<file path="config.mk">
export PLATFORM = sky130hd
export DESIGN_NAME = i2c_master_bit_sequencer_top_flat
export DESIGN_NICKNAME = d
export VERILOG_FILES = /design/src/rtl/i2cms_pkg.sv /design/src/rtl/i2cms_if.sv /design/src/rtl/i2cms_front.sv /design/src/rtl/i2cms_queue.sv /design/src/rtl/i2cms_back.sv /design/src/rtl/i2c_master_bit_sequencer_top.sv /design/src/flat_wrapper.sv
export SDC_FILE = /design/constraint.sdc
export NUM_CORES = 1
export LEC_CHECK = 0
export ABC_AREA = 1
export BUFFER_PORTS_ARGS = -buffer_cell sky130_fd_sc_hd__buf_4
export CORE_ASPECT_RATIO = 1.5
export CORE_MARGIN = 1
export CORE_UTILIZATION = 62
export CTS_CLUSTER_DIAMETER = 80
export DETAILED_ROUTE_END_ITERATION = 10
export PLACE_DENSITY = 0.89
export RECOVER_POWER = 100
export SLEW_MARGIN = 25
export SYNTH_ARGS = -nofsm -noshare
export SYNTH_HDL_FRONTEND = slang
export SYNTH_SLANG_ARGS = --single-unit
export TNS_END_PERCENT = 1
</file>
<file path="constraint.sdc">
create_clock -name clock -period 3.33 [get_ports clock]
set_clock_uncertainty 0.1 [all_clocks]
set_input_delay 0.666 -clock clock [delete_from_list [all_inputs] [get_ports clock]]
set_output_delay 0.666 -clock clock [all_outputs]
set_load 0.05 [all_outputs]
</file>
<file path="src/rtl/i2cms_pkg.sv">
// Shared types and constants for the I2C master bit sequencer.
package i2cms_pkg;

   localparam int BITS_PER_BYTE = 8;
   localparam int QUEUE_DEPTH   = 2;
   localparam int QPTR_W        = $clog2(QUEUE_DEPTH);
   localparam int QCNT_W        = $clog2(QUEUE_DEPTH + 1);

   localparam int UNIT_W        = 16;
   localparam int TIMEOUT_W     = 8;
   localparam int CSR_INDEX_W   = 1;
   localparam int CSR_DATA_W    = UNIT_W;

   localparam logic [UNIT_W-1:0]    UNIT_TICKS_RESET  = 16'd216;
   localparam logic [TIMEOUT_W-1:0] ACK_TIMEOUT_RESET = 8'd250;

   // register indexes on the csr port
   typedef enum logic [CSR_INDEX_W-1:0] {
      CSR_UNIT_TICKS  = 1'b0,
      CSR_ACK_TIMEOUT = 1'b1
   } csr_index_type;

   // command codes, equal to the kind field for the valid commands
   typedef enum logic [2:0] {
      CMD_TICK  = 3'd0,
      CMD_START = 3'd1,
      CMD_STOP  = 3'd2,
      CMD_WRITE = 3'd3,
      CMD_WACK  = 3'd4,
      CMD_READ  = 3'd5
   } cmd_type;

   // one classified tick as it travels through the queue
   typedef struct packed {
      cmd_type    cmd;
      logic [7:0] tx_byte;
      logic       ack_after_read;
      logic       sda_sample;
   } item_type;

   // configuration seen by the sequencer
   typedef struct packed {
      logic [UNIT_W-1:0]    unit_ticks;
      logic [TIMEOUT_W-1:0] ack_timeout;
   } cfg_type;

endpackage

</file>
<file path="src/rtl/i2cms_if.sv">
// Channel interfaces: tick requests in, pin/status responses out.
interface i2cms_req_if;
   logic       valid;
   logic       ready;
   logic [2:0] kind;
   logic [7:0] tx_byte;
   logic       ack_after_read;
   logic       sda_sample;

   modport source (output valid, kind, tx_byte, ack_after_read, sda_sample, input ready);
   modport sink   (input valid, kind, tx_byte, ack_after_read, sda_sample, output ready);
endinterface

interface i2cms_rsp_if;
   logic       valid;
   logic       ready;
   logic       scl_level;
   logic       sda_level;
   logic       sda_is_input;
   logic       busy_res;
   logic       done_res;
   logic [7:0] read_data;
   logic       ack_failed;
   logic       rejected;

   modport source (output valid, scl_level, sda_level, sda_is_input, busy_res, done_res,
                   read_data, ack_failed, rejected, input ready);
   modport sink   (input valid, scl_level, sda_level, sda_is_input, busy_res, done_res,
                   read_data, ack_failed, rejected, output ready);
endinterface

</file>
<file path="src/rtl/i2cms_front.sv">
// Front stage: takes request beats and classifies the kind into a command.
module i2cms_front (
   input  logic                clock,
   input  logic                reset,
   i2cms_req_if.sink           req,
   output logic                item_valid,
   output i2cms_pkg::item_type item,
   input  logic                item_ready
);

   logic                fr_valid_ff, fr_valid_in;
   i2cms_pkg::item_type fr_item_ff, fr_item_in;
   logic                accept;

   assign req.ready = !fr_valid_ff || item_ready;
   assign accept    = req.valid && req.ready;

   // classify: unused kinds behave as a plain tick
   always_comb begin
      fr_item_in.tx_byte        = req.tx_byte;
      fr_item_in.ack_after_read = req.ack_after_read;
      fr_item_in.sda_sample     = req.sda_sample;
      case (req.kind)
         i2cms_pkg::CMD_START: fr_item_in.cmd = i2cms_pkg::CMD_START;
         i2cms_pkg::CMD_STOP:  fr_item_in.cmd = i2cms_pkg::CMD_STOP;
         i2cms_pkg::CMD_WRITE: fr_item_in.cmd = i2cms_pkg::CMD_WRITE;
         i2cms_pkg::CMD_WACK:  fr_item_in.cmd = i2cms_pkg::CMD_WACK;
         i2cms_pkg::CMD_READ:  fr_item_in.cmd = i2cms_pkg::CMD_READ;
         default:              fr_item_in.cmd = i2cms_pkg::CMD_TICK;
      endcase
   end

   assign fr_valid_in = accept || (fr_valid_ff && !item_ready);

   always_ff @(posedge clock) begin
      if (reset) begin
         fr_valid_ff <= 1'b0;
      end else begin
         fr_valid_ff <= fr_valid_in;
      end
      if (accept) begin
         fr_item_ff <= fr_item_in;
      end
   end

   assign item_valid = fr_valid_ff;
   assign item       = fr_item_ff;

endmodule

</file>
<file path="src/rtl/i2cms_queue.sv">
// Short FIFO between the classifier and the sequencer.
module i2cms_queue (
   input  logic                clock,
   input  logic                reset,
   input  logic                push_valid,
   input  i2cms_pkg::item_type push_item,
   output logic                push_ready,
   output logic                pop_valid,
   output i2cms_pkg::item_type pop_item,
   input  logic                pop_ready
);

   i2cms_pkg::item_type                  slot_ff [i2cms_pkg::QUEUE_DEPTH];
   logic [i2cms_pkg::QPTR_W-1:0]         wr_ptr_ff, wr_ptr_in;
   logic [i2cms_pkg::QPTR_W-1:0]         rd_ptr_ff, rd_ptr_in;
   logic [i2cms_pkg::QCNT_W-1:0]         count_ff, count_in;
   logic                                 push, pop;

   assign push_ready = count_ff != i2cms_pkg::QCNT_W'(i2cms_pkg::QUEUE_DEPTH);
   assign pop_valid  = count_ff != '0;
   assign pop_item   = slot_ff[rd_ptr_ff];
   assign push       = push_valid && push_ready;
   assign pop        = pop_valid && pop_ready;

   // pointer wrap at the depth
   always_comb begin
      wr_ptr_in = wr_ptr_ff;
      rd_ptr_in = rd_ptr_ff;
      if (push) begin
         wr_ptr_in = (wr_ptr_ff == i2cms_pkg::QPTR_W'(i2cms_pkg::QUEUE_DEPTH - 1)) ?
                     '0 : wr_ptr_ff + 1'b1;
      end
      if (pop) begin
         rd_ptr_in = (rd_ptr_ff == i2cms_pkg::QPTR_W'(i2cms_pkg::QUEUE_DEPTH - 1)) ?
                     '0 : rd_ptr_ff + 1'b1;
      end
      count_in = count_ff;
      if (push && !pop) begin
         count_in = count_ff + 1'b1;
      end else if (pop && !push) begin
         count_in = count_ff - 1'b1;
      end
   end

   always_ff @(posedge clock) begin
      if (reset) begin
         wr_ptr_ff <= '0;
         rd_ptr_ff <= '0;
         count_ff  <= '0;
      end else begin
         wr_ptr_ff <= wr_ptr_in;
         rd_ptr_ff <= rd_ptr_in;
         count_ff  <= count_in;
      end
      if (push) begin
         slot_ff[wr_ptr_ff] <= push_item;
      end
   end

endmodule

</file>
<file path="src/rtl/i2cms_back.sv">
// Back end: bus sequencer that advances one tick per beat, plus output register.
module i2cms_back (
   input  logic                clock,
   input  logic                reset,
   input  i2cms_pkg::cfg_type  cfg,
   input  logic                item_valid,
   input  i2cms_pkg::item_type item,
   output logic                item_ready,
   i2cms_rsp_if.source         rsp
);

   typedef enum logic [4:0] {
      PH_IDLE, PH_S1, PH_S2, PH_S3, PH_T1, PH_T2,
      PH_W0, PH_WB, PH_WH, PH_WL, PH_WN,
      PH_A1, PH_A2, PH_A3,
      PH_R0, PH_RB, PH_RH, PH_RN,
      PH_K1, PH_K2, PH_K3
   } phase_type;

   localparam int RUN_STEPS = 2;   // longest chain of phases done in one tick

   localparam logic [2:0] UNITS_4 = 3'd4;
   localparam logic [2:0] UNITS_2 = 3'd2;
   localparam logic [2:0] UNITS_1 = 3'd1;
   localparam logic [3:0] BYTE_BITS = 4'(i2cms_pkg::BITS_PER_BYTE);

   phase_type                     phase_ff, phase_in;
   i2cms_pkg::cmd_type            act_ff, act_in;
   logic [3:0]                    bits_ff, bits_in;
   logic [7:0]                    shift_ff, shift_in;
   logic [i2cms_pkg::UNIT_W-1:0]  delay_ff, delay_in;
   logic [2:0]                    units_ff, units_in;
   logic [i2cms_pkg::TIMEOUT_W-1:0] poll_ff, poll_in;
   logic                          scl_ff, scl_in;
   logic                          sda_ff, sda_in;
   logic                          dir_ff, dir_in;
   logic                          ackc_ff, ackc_in;
   logic                          fail_ff, fail_in;
   logic [7:0]                    last_ff, last_in;

   logic                          done_v, rej_v, run_v, go;
   logic [i2cms_pkg::UNIT_W-1:0]  unit_len, delay_dec;
   logic                          is_cmd, pop;

   // output register
   logic       rsp_valid_ff, rsp_valid_in;
   logic       o_scl_ff, o_sda_ff, o_dir_ff, o_busy_ff, o_done_ff, o_fail_ff, o_rej_ff;
   logic [7:0] o_data_ff;

   assign pop        = item_valid && (!rsp_valid_ff || rsp.ready);
   assign item_ready = !rsp_valid_ff || rsp.ready;
   assign is_cmd     = item.cmd != i2cms_pkg::CMD_TICK;
   assign unit_len   = (cfg.unit_ticks == '0) ? i2cms_pkg::UNIT_W'(1) : cfg.unit_ticks;
   assign delay_dec  = (delay_ff != '0) ? delay_ff - 1'b1 : '0;

   // next state for one tick
   always_comb begin
      phase_in = phase_ff;
      act_in   = act_ff;
      bits_in  = bits_ff;
      shift_in = shift_ff;
      delay_in = delay_ff;
      units_in = units_ff;
      poll_in  = poll_ff;
      scl_in   = scl_ff;
      sda_in   = sda_ff;
      dir_in   = dir_ff;
      ackc_in  = ackc_ff;
      last_in  = last_ff;
      fail_in  = (phase_ff == PH_IDLE) ? 1'b0 : fail_ff;
      done_v   = 1'b0;
      rej_v    = 1'b0;
      run_v    = 1'b0;

      // launch a command, or count down the running wait
      if (phase_ff == PH_IDLE) begin
         if (is_cmd) begin
            act_in   = item.cmd;
            fail_in  = 1'b0;
            units_in = '0;
            run_v    = 1'b1;
            case (item.cmd)
               i2cms_pkg::CMD_START: phase_in = PH_S1;
               i2cms_pkg::CMD_STOP:  phase_in = PH_T1;
               i2cms_pkg::CMD_WRITE: begin
                  shift_in = item.tx_byte;
                  phase_in = PH_W0;
               end
               i2cms_pkg::CMD_WACK:  phase_in = PH_A1;
               i2cms_pkg::CMD_READ:  begin
                  ackc_in  = item.ack_after_read;
                  phase_in = PH_R0;
               end
               default: run_v = 1'b0;
            endcase
         end
      end else begin
         rej_v = is_cmd;
         if (units_ff != '0) begin
            if (delay_dec == '0) begin
               units_in = units_ff - 1'b1;
               if (units_in == '0) begin
                  run_v = 1'b1;
               end else begin
                  delay_in = unit_len;
               end
            end else begin
               delay_in = delay_dec;
            end
         end else begin
            run_v = 1'b1;
         end
      end

      // phase actions; pass-through phases chain into the next one
      go = run_v;
      for (int i = 0; i < RUN_STEPS; i++) begin
         if (go) begin
            go = 1'b0;
            case (phase_in)
               PH_S1: begin
                  dir_in = 1'b0; sda_in = 1'b1; scl_in = 1'b1;
                  units_in = UNITS_4; delay_in = unit_len; phase_in = PH_S2;
               end
               PH_S2: begin
                  sda_in = 1'b0;
                  units_in = UNITS_4; delay_in = unit_len; phase_in = PH_S3;
               end
               PH_S3: begin
                  scl_in = 1'b0; phase_in = PH_IDLE; done_v = 1'b1;
               end
               PH_T1: begin
                  dir_in = 1'b0; scl_in = 1'b0; sda_in = 1'b0;
                  units_in = UNITS_4; delay_in = unit_len; phase_in = PH_T2;
               end
               PH_T2: begin
                  scl_in = 1'b1; sda_in = 1'b1; phase_in = PH_IDLE; done_v = 1'b1;
               end
               PH_W0: begin
                  dir_in = 1'b0; scl_in = 1'b0; bits_in = '0;
                  phase_in = PH_WB; go = 1'b1;
               end
               PH_WB: begin
                  sda_in   = shift_in[7];
                  shift_in = {shift_in[6:0], 1'b0};
                  units_in = UNITS_2; delay_in = unit_len; phase_in = PH_WH;
               end
               PH_WH: begin
                  scl_in = 1'b1;
                  units_in = UNITS_2; delay_in = unit_len; phase_in = PH_WL;
               end
               PH_WL: begin
                  scl_in = 1'b0; bits_in = bits_in + 1'b1;
                  units_in = UNITS_2; delay_in = unit_len; phase_in = PH_WN;
               end
               PH_WN: begin
                  if (bits_in >= BYTE_BITS) begin
                     phase_in = PH_IDLE; done_v = 1'b1;
                  end else begin
                     phase_in = PH_WB; go = 1'b1;
                  end
               end
               PH_A1: begin
                  dir_in = 1'b1; sda_in = 1'b1; poll_in = '0;
                  units_in = UNITS_1; delay_in = unit_len; phase_in = PH_A2;
               end
               PH_A2: begin
                  scl_in = 1'b1;
                  units_in = UNITS_1; delay_in = unit_len; phase_in = PH_A3;
               end
               PH_A3: begin
                  if (!item.sda_sample) begin
                     scl_in = 1'b0; phase_in = PH_IDLE; done_v = 1'b1;
                  end else if (poll_in >= cfg.ack_timeout) begin
                     // timed out: fall into the stop sequence
                     fail_in = 1'b1; phase_in = PH_T1; go = 1'b1;
                  end else begin
                     poll_in = poll_in + 1'b1;
                  end
               end
               PH_R0: begin
                  dir_in = 1'b1; bits_in = '0; shift_in = '0;
                  phase_in = PH_RB; go = 1'b1;
               end
               PH_RB: begin
                  scl_in = 1'b0;
                  units_in = UNITS_2; delay_in = unit_len; phase_in = PH_RH;
               end
               PH_RH: begin
                  scl_in   = 1'b1;
                  shift_in = {shift_in[6:0], item.sda_sample};
                  bits_in  = bits_in + 1'b1;
                  units_in = UNITS_1; delay_in = unit_len; phase_in = PH_RN;
               end
               PH_RN: begin
                  phase_in = (bits_in >= BYTE_BITS) ? PH_K1 : PH_RB;
                  go = 1'b1;
               end
               PH_K1: begin
                  scl_in = 1'b0; dir_in = 1'b0; sda_in = !ackc_in;
                  units_in = UNITS_2; delay_in = unit_len; phase_in = PH_K2;
               end
               PH_K2: begin
                  scl_in = 1'b1;
                  units_in = UNITS_2; delay_in = unit_len; phase_in = PH_K3;
               end
               PH_K3: begin
                  scl_in = 1'b0; last_in = shift_in;
                  phase_in = PH_IDLE; done_v = 1'b1;
               end
               default: phase_in = PH_IDLE;
            endcase
         end
      end
   end

   assign rsp_valid_in = pop || (rsp_valid_ff && !rsp.ready);

   // sequencer state and response register
   always_ff @(posedge clock) begin
      if (reset) begin
         phase_ff     <= PH_IDLE;
         act_ff       <= i2cms_pkg::CMD_TICK;
         bits_ff      <= '0;
         shift_ff     <= '0;
         delay_ff     <= '0;
         units_ff     <= '0;
         poll_ff      <= '0;
         scl_ff       <= 1'b1;
         sda_ff       <= 1'b1;
         dir_ff       <= 1'b0;
         ackc_ff      <= 1'b0;
         fail_ff      <= 1'b0;
         last_ff      <= '0;
         rsp_valid_ff <= 1'b0;
      end else begin
         rsp_valid_ff <= rsp_valid_in;
         if (pop) begin
            phase_ff <= phase_in;
            act_ff   <= act_in;
            bits_ff  <= bits_in;
            shift_ff <= shift_in;
            delay_ff <= delay_in;
            units_ff <= units_in;
            poll_ff  <= poll_in;
            scl_ff   <= scl_in;
            sda_ff   <= sda_in;
            dir_ff   <= dir_in;
            ackc_ff  <= ackc_in;
            fail_ff  <= fail_in;
            last_ff  <= last_in;
         end
      end
      if (pop) begin
         o_scl_ff  <= scl_in;
         o_sda_ff  <= dir_in ? 1'b1 : sda_in;
         o_dir_ff  <= dir_in;
         o_busy_ff <= phase_in != PH_IDLE;
         o_done_ff <= done_v;
         o_data_ff <= last_in;
         o_fail_ff <= done_v && (act_in == i2cms_pkg::CMD_WACK) && fail_in;
         o_rej_ff  <= rej_v;
      end
   end

   assign rsp.valid        = rsp_valid_ff;
   assign rsp.scl_level    = o_scl_ff;
   assign rsp.sda_level    = o_sda_ff;
   assign rsp.sda_is_input = o_dir_ff;
   assign rsp.busy_res     = o_busy_ff;
   assign rsp.done_res     = o_done_ff;
   assign rsp.read_data    = o_data_ff;
   assign rsp.ack_failed   = o_fail_ff;
   assign rsp.rejected     = o_rej_ff;

endmodule

</file>
<file path="src/rtl/i2c_master_bit_sequencer_top.sv">
// Top level of the I2C master bit sequencer: front, queue, sequencer, csr registers.
//
//   channel   | dir | beat
//   ----------+-----+------------------------------------------------------
//   req_chan  | in  | one clock tick: kind, tx_byte, ack_after_read, sda_sample
//   rsp_chan  | out | pin levels and status after that tick
//   csr_*     | in  | write of unit_ticks (index 0) or ack_timeout (index 1)
//
// One request beat per cycle, one response beat per request.
// A beat passes the classify register, the queue and the sequencer output register, in that order.
// The sequencer computes a whole tick, including chained phases, combinationally.
// Synchronous active-high reset; csr registers return to 216 and 250.
// Either side may stall; the two-entry queue and output register absorb it.
module i2c_master_bit_sequencer_top (
   input  logic                                 clock,
   input  logic                                 reset,
   i2cms_req_if.sink                            req_chan,
   i2cms_rsp_if.source                          rsp_chan,
   input  logic                                 csr_we,
   input  logic [i2cms_pkg::CSR_INDEX_W-1:0]    csr_index,
   input  logic [i2cms_pkg::CSR_DATA_W-1:0]     csr_wdata
);

   logic [i2cms_pkg::UNIT_W-1:0]    unit_ticks_ff, unit_ticks_in;
   logic [i2cms_pkg::TIMEOUT_W-1:0] ack_timeout_ff, ack_timeout_in;
   i2cms_pkg::cfg_type              cfg;

   logic                fr_valid, fr_ready;
   i2cms_pkg::item_type fr_item;
   logic                q_valid, q_ready;
   i2cms_pkg::item_type q_item;

   // configuration registers
   always_comb begin
      unit_ticks_in  = unit_ticks_ff;
      ack_timeout_in = ack_timeout_ff;
      if (csr_we) begin
         case (i2cms_pkg::csr_index_type'(csr_index))
            i2cms_pkg::CSR_UNIT_TICKS:  unit_ticks_in  = csr_wdata[i2cms_pkg::UNIT_W-1:0];
            i2cms_pkg::CSR_ACK_TIMEOUT: ack_timeout_in = csr_wdata[i2cms_pkg::TIMEOUT_W-1:0];
            default: ;
         endcase
      end
   end

   always_ff @(posedge clock) begin
      if (reset) begin
         unit_ticks_ff  <= i2cms_pkg::UNIT_TICKS_RESET;
         ack_timeout_ff <= i2cms_pkg::ACK_TIMEOUT_RESET;
      end else begin
         unit_ticks_ff  <= unit_ticks_in;
         ack_timeout_ff <= ack_timeout_in;
      end
   end

   assign cfg.unit_ticks  = unit_ticks_ff;
   assign cfg.ack_timeout = ack_timeout_ff;

   i2cms_front u_front (
      .clock      (clock),
      .reset      (reset),
      .req        (req_chan),
      .item_valid (fr_valid),
      .item       (fr_item),
      .item_ready (fr_ready)
   );

   i2cms_queue u_queue (
      .clock      (clock),
      .reset      (reset),
      .push_valid (fr_valid),
      .push_item  (fr_item),
      .push_ready (fr_ready),
      .pop_valid  (q_valid),
      .pop_item   (q_item),
      .pop_ready  (q_ready)
   );

   i2cms_back u_back (
      .clock      (clock),
      .reset      (reset),
      .cfg        (cfg),
      .item_valid (q_valid),
      .item       (q_item),
      .item_ready (q_ready),
      .rsp        (rsp_chan)
   );

   // a completed sequence leaves the block idle
   a_done_not_busy: assert property (@(posedge clock) disable iff (reset)
      rsp_chan.valid && rsp_chan.done_res |-> !rsp_chan.busy_res)
      else $error("done beat reports busy");

   // a timeout is only reported on the done beat
   a_fail_on_done: assert property (@(posedge clock) disable iff (reset)
      rsp_chan.valid && rsp_chan.ack_failed |-> rsp_chan.done_res)
      else $error("ack failure outside done beat");

   // released SDA reads back as high
   a_released_high: assert property (@(posedge clock) disable iff (reset)
      rsp_chan.valid && rsp_chan.sda_is_input |-> rsp_chan.sda_level)
      else $error("sda driven low while released");

   // a rejected command can only come while a sequence runs
   a_reject_busy: assert property (@(posedge clock) disable iff (reset)
      rsp_chan.valid && rsp_chan.rejected |-> rsp_chan.busy_res || rsp_chan.done_res)
      else $error("command rejected while idle");

endmodule

</file>
<file path="src/flat_wrapper.sv">
// flat-port wrapper written by rule: the top's interface ports become plain ports
module i2c_master_bit_sequencer_top_flat 
  (clock, reset, csr_we, csr_index, csr_wdata, req_chan_valid, req_chan_kind, req_chan_tx_byte, req_chan_ack_after_read, req_chan_sda_sample, req_chan_ready, rsp_chan_valid, rsp_chan_scl_level, rsp_chan_sda_level, rsp_chan_sda_is_input, rsp_chan_busy_res, rsp_chan_done_res, rsp_chan_read_data, rsp_chan_ack_failed, rsp_chan_rejected, rsp_chan_ready);
  i2cms_req_if req_chan_i ();
  i2cms_rsp_if rsp_chan_i ();
  input  logic clock;
  input  logic reset;
  input  logic csr_we;
  input  logic [i2cms_pkg::CSR_INDEX_W-1:0] csr_index;
  input  logic [i2cms_pkg::CSR_DATA_W-1:0] csr_wdata;
  input wire logic [$bits(req_chan_i.valid)-1:0] req_chan_valid;
  input wire logic [$bits(req_chan_i.kind)-1:0] req_chan_kind;
  input wire logic [$bits(req_chan_i.tx_byte)-1:0] req_chan_tx_byte;
  input wire logic [$bits(req_chan_i.ack_after_read)-1:0] req_chan_ack_after_read;
  input wire logic [$bits(req_chan_i.sda_sample)-1:0] req_chan_sda_sample;
  output wire logic [$bits(req_chan_i.ready)-1:0] req_chan_ready;
  output wire logic [$bits(rsp_chan_i.valid)-1:0] rsp_chan_valid;
  output wire logic [$bits(rsp_chan_i.scl_level)-1:0] rsp_chan_scl_level;
  output wire logic [$bits(rsp_chan_i.sda_level)-1:0] rsp_chan_sda_level;
  output wire logic [$bits(rsp_chan_i.sda_is_input)-1:0] rsp_chan_sda_is_input;
  output wire logic [$bits(rsp_chan_i.busy_res)-1:0] rsp_chan_busy_res;
  output wire logic [$bits(rsp_chan_i.done_res)-1:0] rsp_chan_done_res;
  output wire logic [$bits(rsp_chan_i.read_data)-1:0] rsp_chan_read_data;
  output wire logic [$bits(rsp_chan_i.ack_failed)-1:0] rsp_chan_ack_failed;
  output wire logic [$bits(rsp_chan_i.rejected)-1:0] rsp_chan_rejected;
  input wire logic [$bits(rsp_chan_i.ready)-1:0] rsp_chan_ready;
  assign req_chan_i.valid = req_chan_valid;
  assign req_chan_i.kind = req_chan_kind;
  assign req_chan_i.tx_byte = req_chan_tx_byte;
  assign req_chan_i.ack_after_read = req_chan_ack_after_read;
  assign req_chan_i.sda_sample = req_chan_sda_sample;
  assign req_chan_ready = req_chan_i.ready;
  assign rsp_chan_valid = rsp_chan_i.valid;
  assign rsp_chan_scl_level = rsp_chan_i.scl_level;
  assign rsp_chan_sda_level = rsp_chan_i.sda_level;
  assign rsp_chan_sda_is_input = rsp_chan_i.sda_is_input;
  assign rsp_chan_busy_res = rsp_chan_i.busy_res;
  assign rsp_chan_done_res = rsp_chan_i.done_res;
  assign rsp_chan_read_data = rsp_chan_i.read_data;
  assign rsp_chan_ack_failed = rsp_chan_i.ack_failed;
  assign rsp_chan_rejected = rsp_chan_i.rejected;
  assign rsp_chan_i.ready = rsp_chan_ready;
  i2c_master_bit_sequencer_top u_core (.clock(clock), .reset(reset), .req_chan(req_chan_i), .rsp_chan(rsp_chan_i), .csr_we(csr_we), .csr_index(csr_index), .csr_wdata(csr_wdata));
endmodule
</file>
==> metrics.yaml <==
setup_path:
  slowest_stage: "dfxtp_1"
  cp.required_ps: 3390
  crit_path_end_kind: "register"
  max_stage_delay_ps: 380
  crit_fanout: 6
  criticalPathCategory: "register to register"
  cp-start-kind: "register"
  cp.arrival_ps: 3330
  crit_chain: "inv_2, ha_4, nand2_4, nand2_1, nand2_1, inv_1, o21ai_2, nand3_2, nor2_4, nand4_4, buf_4, a21boi_4, nand2_2, nand2_4, buf_4, nand3_1, nor2_2, nor2_1, nand3_1, a21boi_0"
hold_path:
  hold_path.class: "input port to register"
grt:
  grtUsageTotal_pct: 36.3
  grt_pass1_vias: 8770
  grt.overflow.total: 0
  antenna_found_initial: 0
  grt_max_degree: 53
  grt_pass1_wl_um: 41900
floorplan:
  die_area_sq_um: 15000
  core_area_sq_um: 14100
  die_x_um: 100
  rows: 53
  ioPinCount: 52
  initial_utilization_pct: 63.8
  die_y_um: 149
routing:
  vias: 9067
  drc: 0
  drt_iter0_drc: 519
  wirelength_um: 26700
  firstDrtPassIters: 8
  ant_nets: 0
  wl_per_cell_um: 17.1
  viasPerCell: 5.83
synthesis:
  ys_types: 54
  syn_avg_cell_area_sq_um: 7.27
  synth_area_leaders: "dfxtp_1, edfxtp_1, nand2_1, inv_1, o21ai_0"
  synth_largest_area_cell: "dfxtp_1"
  syn_nets: 1286
  yosys_warnings: 0
  synth_commonest_cells: "nand2_1, inv_1, nor2_1, o21ai_0, a21oi_1"
  syn_inst: 1233
  yosysSeqAreaShare_pct: 38.4
  yosys.area.top_type_share_pct: 20.3
  yosysMostFrequentCell: "nand2_1"
  synth_edf_count: 54
  async_flop_share_pct: 0
  synth_ff_type: "dfxtp_1"
  syn_area_sq_um: 8960
  ys_ff_latch: 145
clock_network:
  htree_levels: 4
  clk_latency_ps: 430
  numCtsBuffers: 17
  clk_pin_slew_ps: 70
  cts_max_path_buffers: 2
  cts_tree: "yes"
  cts_sinks: 145
  ctsRootBufferMaster: "clkbuf_16"
sta:
  fin_crit_sh_pct: 98.0
  worst_pin_slew_ps: 759
  slew_headroom_pct: 48.7
  layout_min_cycle_time_ps: 3260
  setup_viol: 0
  maxSlewViolCount: 0
  max_freq_mhz: 306
  finalHoldViolations: 0
  rsz0062_at_grt: "yes"
final_layout:
  diodes: 0
  area_delta_synth_final_pct: 21.9
  fill_cells: 1041
  nets: 1404
  final_util_pct: 77.8
  drive_above_1_share_pct: 23.2
placement:
  hpwl_um: 19000
  gp_congestion: 1.02
  io_buffer_count: 51
flow_run:
  max-cap-violations: 0
run_status:
  status: "completed"
## state kept, by name, summed over array words and instances (netlist names), 2 cells and up, named ones only
name,flops
u_core.u_back.last_ff,8
u_core.u_back.rsp.read_data,8
u_core.u_front.item,13
u_core.u_back.units_ff,3
u_core.u_back.shift_ff,8
u_core.u_queue.slot_ff,26
u_core.u_queue.count_ff,2
u_core.ack_timeout_ff,8
u_core.u_back.phase_ff,5
u_core.u_back.bits_ff,4
u_core.u_back.poll_ff,8
u_core.unit_ticks_ff,16
u_core.u_back.act_ff,3
u_core.u_back.delay_ff,16
## critical path: cells and delay by family, from the launching register on
kind | cells | cell delay (ps)
adder cells (fa/ha/maj) | 1 | 170
buffers and inverters | 4 | 470
flip-flops | 1 | 380
AND/OR/NAND/NOR | 12 | 1350
AO/OA/AOI/OAI | 3 | 520
## metrics by stage
stage | setup slack [ps] | hold WS, ps | instances | cell area (sq um) | TNS, ps
6_report | 67.1 | 329 | 1556 | 10900 | 0
5_1_grt | -144 | 315 | 1556 | 10900 | -1360
4_1_cts | 2.99 | 298 | 1550 | 10700 | 0
3_5_place_dp | 10.5 | 333 | 1518 | 10100 | 0
3_3_place_gp | 74.5 | 325 | 1518 | 10100 | 0
2_1_floorplan | 324 | 321 | 1233 | 8960 | 0
## cell usage in the layout (no fill, tap or decap), types with 23 or more instances in the layout
cell / n
inv_2: 23
nand2_1: 260
nor2_2: 26
dfxtp_1: 87
inv_1: 151
nor2_1: 105
a21oi_1: 104
o211ai_1: 23
o21ai_0: 108
edfxtp_1: 54
buf_4: 123
nand3_1: 55
## path summary, 6_finish.rpt
| kind | from | endpoint | slack [ps] | cells after the start |
|---|---|---|---|---|
| hold / removal | req_chan_ack_after_read | u_core.u_front.item[1] | 330 | 1 |
| setup reg to reg | u_core.u_back.delay_ff[0] | u_core.u_back.rsp.scl_level | 70 | 20 |
| hold reg to reg | u_core.u_front.item[3] | u_core.u_queue.slot_ff[1][3] | 360 | 0 |
| setup / recovery | u_core.u_back.delay_ff[0] | u_core.u_back.rsp.scl_level | 70 | 20 |
## layer usage
metal  vias to the layer above  routed length (um)  GRT usage (%)
met5                         -                   0              0
met3                       124                1540           5.53
met4                         0                1450           22.6
met1                      4176                9800           39.0
li1                       4349                   -              -
met2                       418               13900           65.8
## cells by family after synthesis
kind of cell	after synthesis	share of synthesized area (%)
xor gates and xnor gates	5	0.489
adders and majority gates	18	2.51
buffers and inverters	220	9.67
DFF	145	38.4
muxes	7	0.782
AOI/OAI and AO/OA	307	19.9
and+or+nand+nor	531	28.2
## cell type report
cell class | instances | area (sq um) | area share (%)
Multi-Input combinational cell | 869 | 4840 | 44.3
Sequential cell | 145 | 3450 | 31.6
Timing Repair Buffer | 143 | 1130 | 10.3
Inverter | 175 | 657 | 6.01
Clock buffer | 17 | 425 | 3.89
Tap cell | 192 | 240 | 2.20
Clock inverter | 15 | 185 | 1.69
## timing repair
action                                  CTS  global route
resized for setup                         3            52
buffers inserted                          0             5
endpoints found under the setup margin    5            42
hold buffers                              0             0
pin swaps                                 0            11
cloned                                    0             1
Power is left out: the tool's default activity adds up to more than one toggle a clock period on the data nets, which glitch-free logic cannot reach.
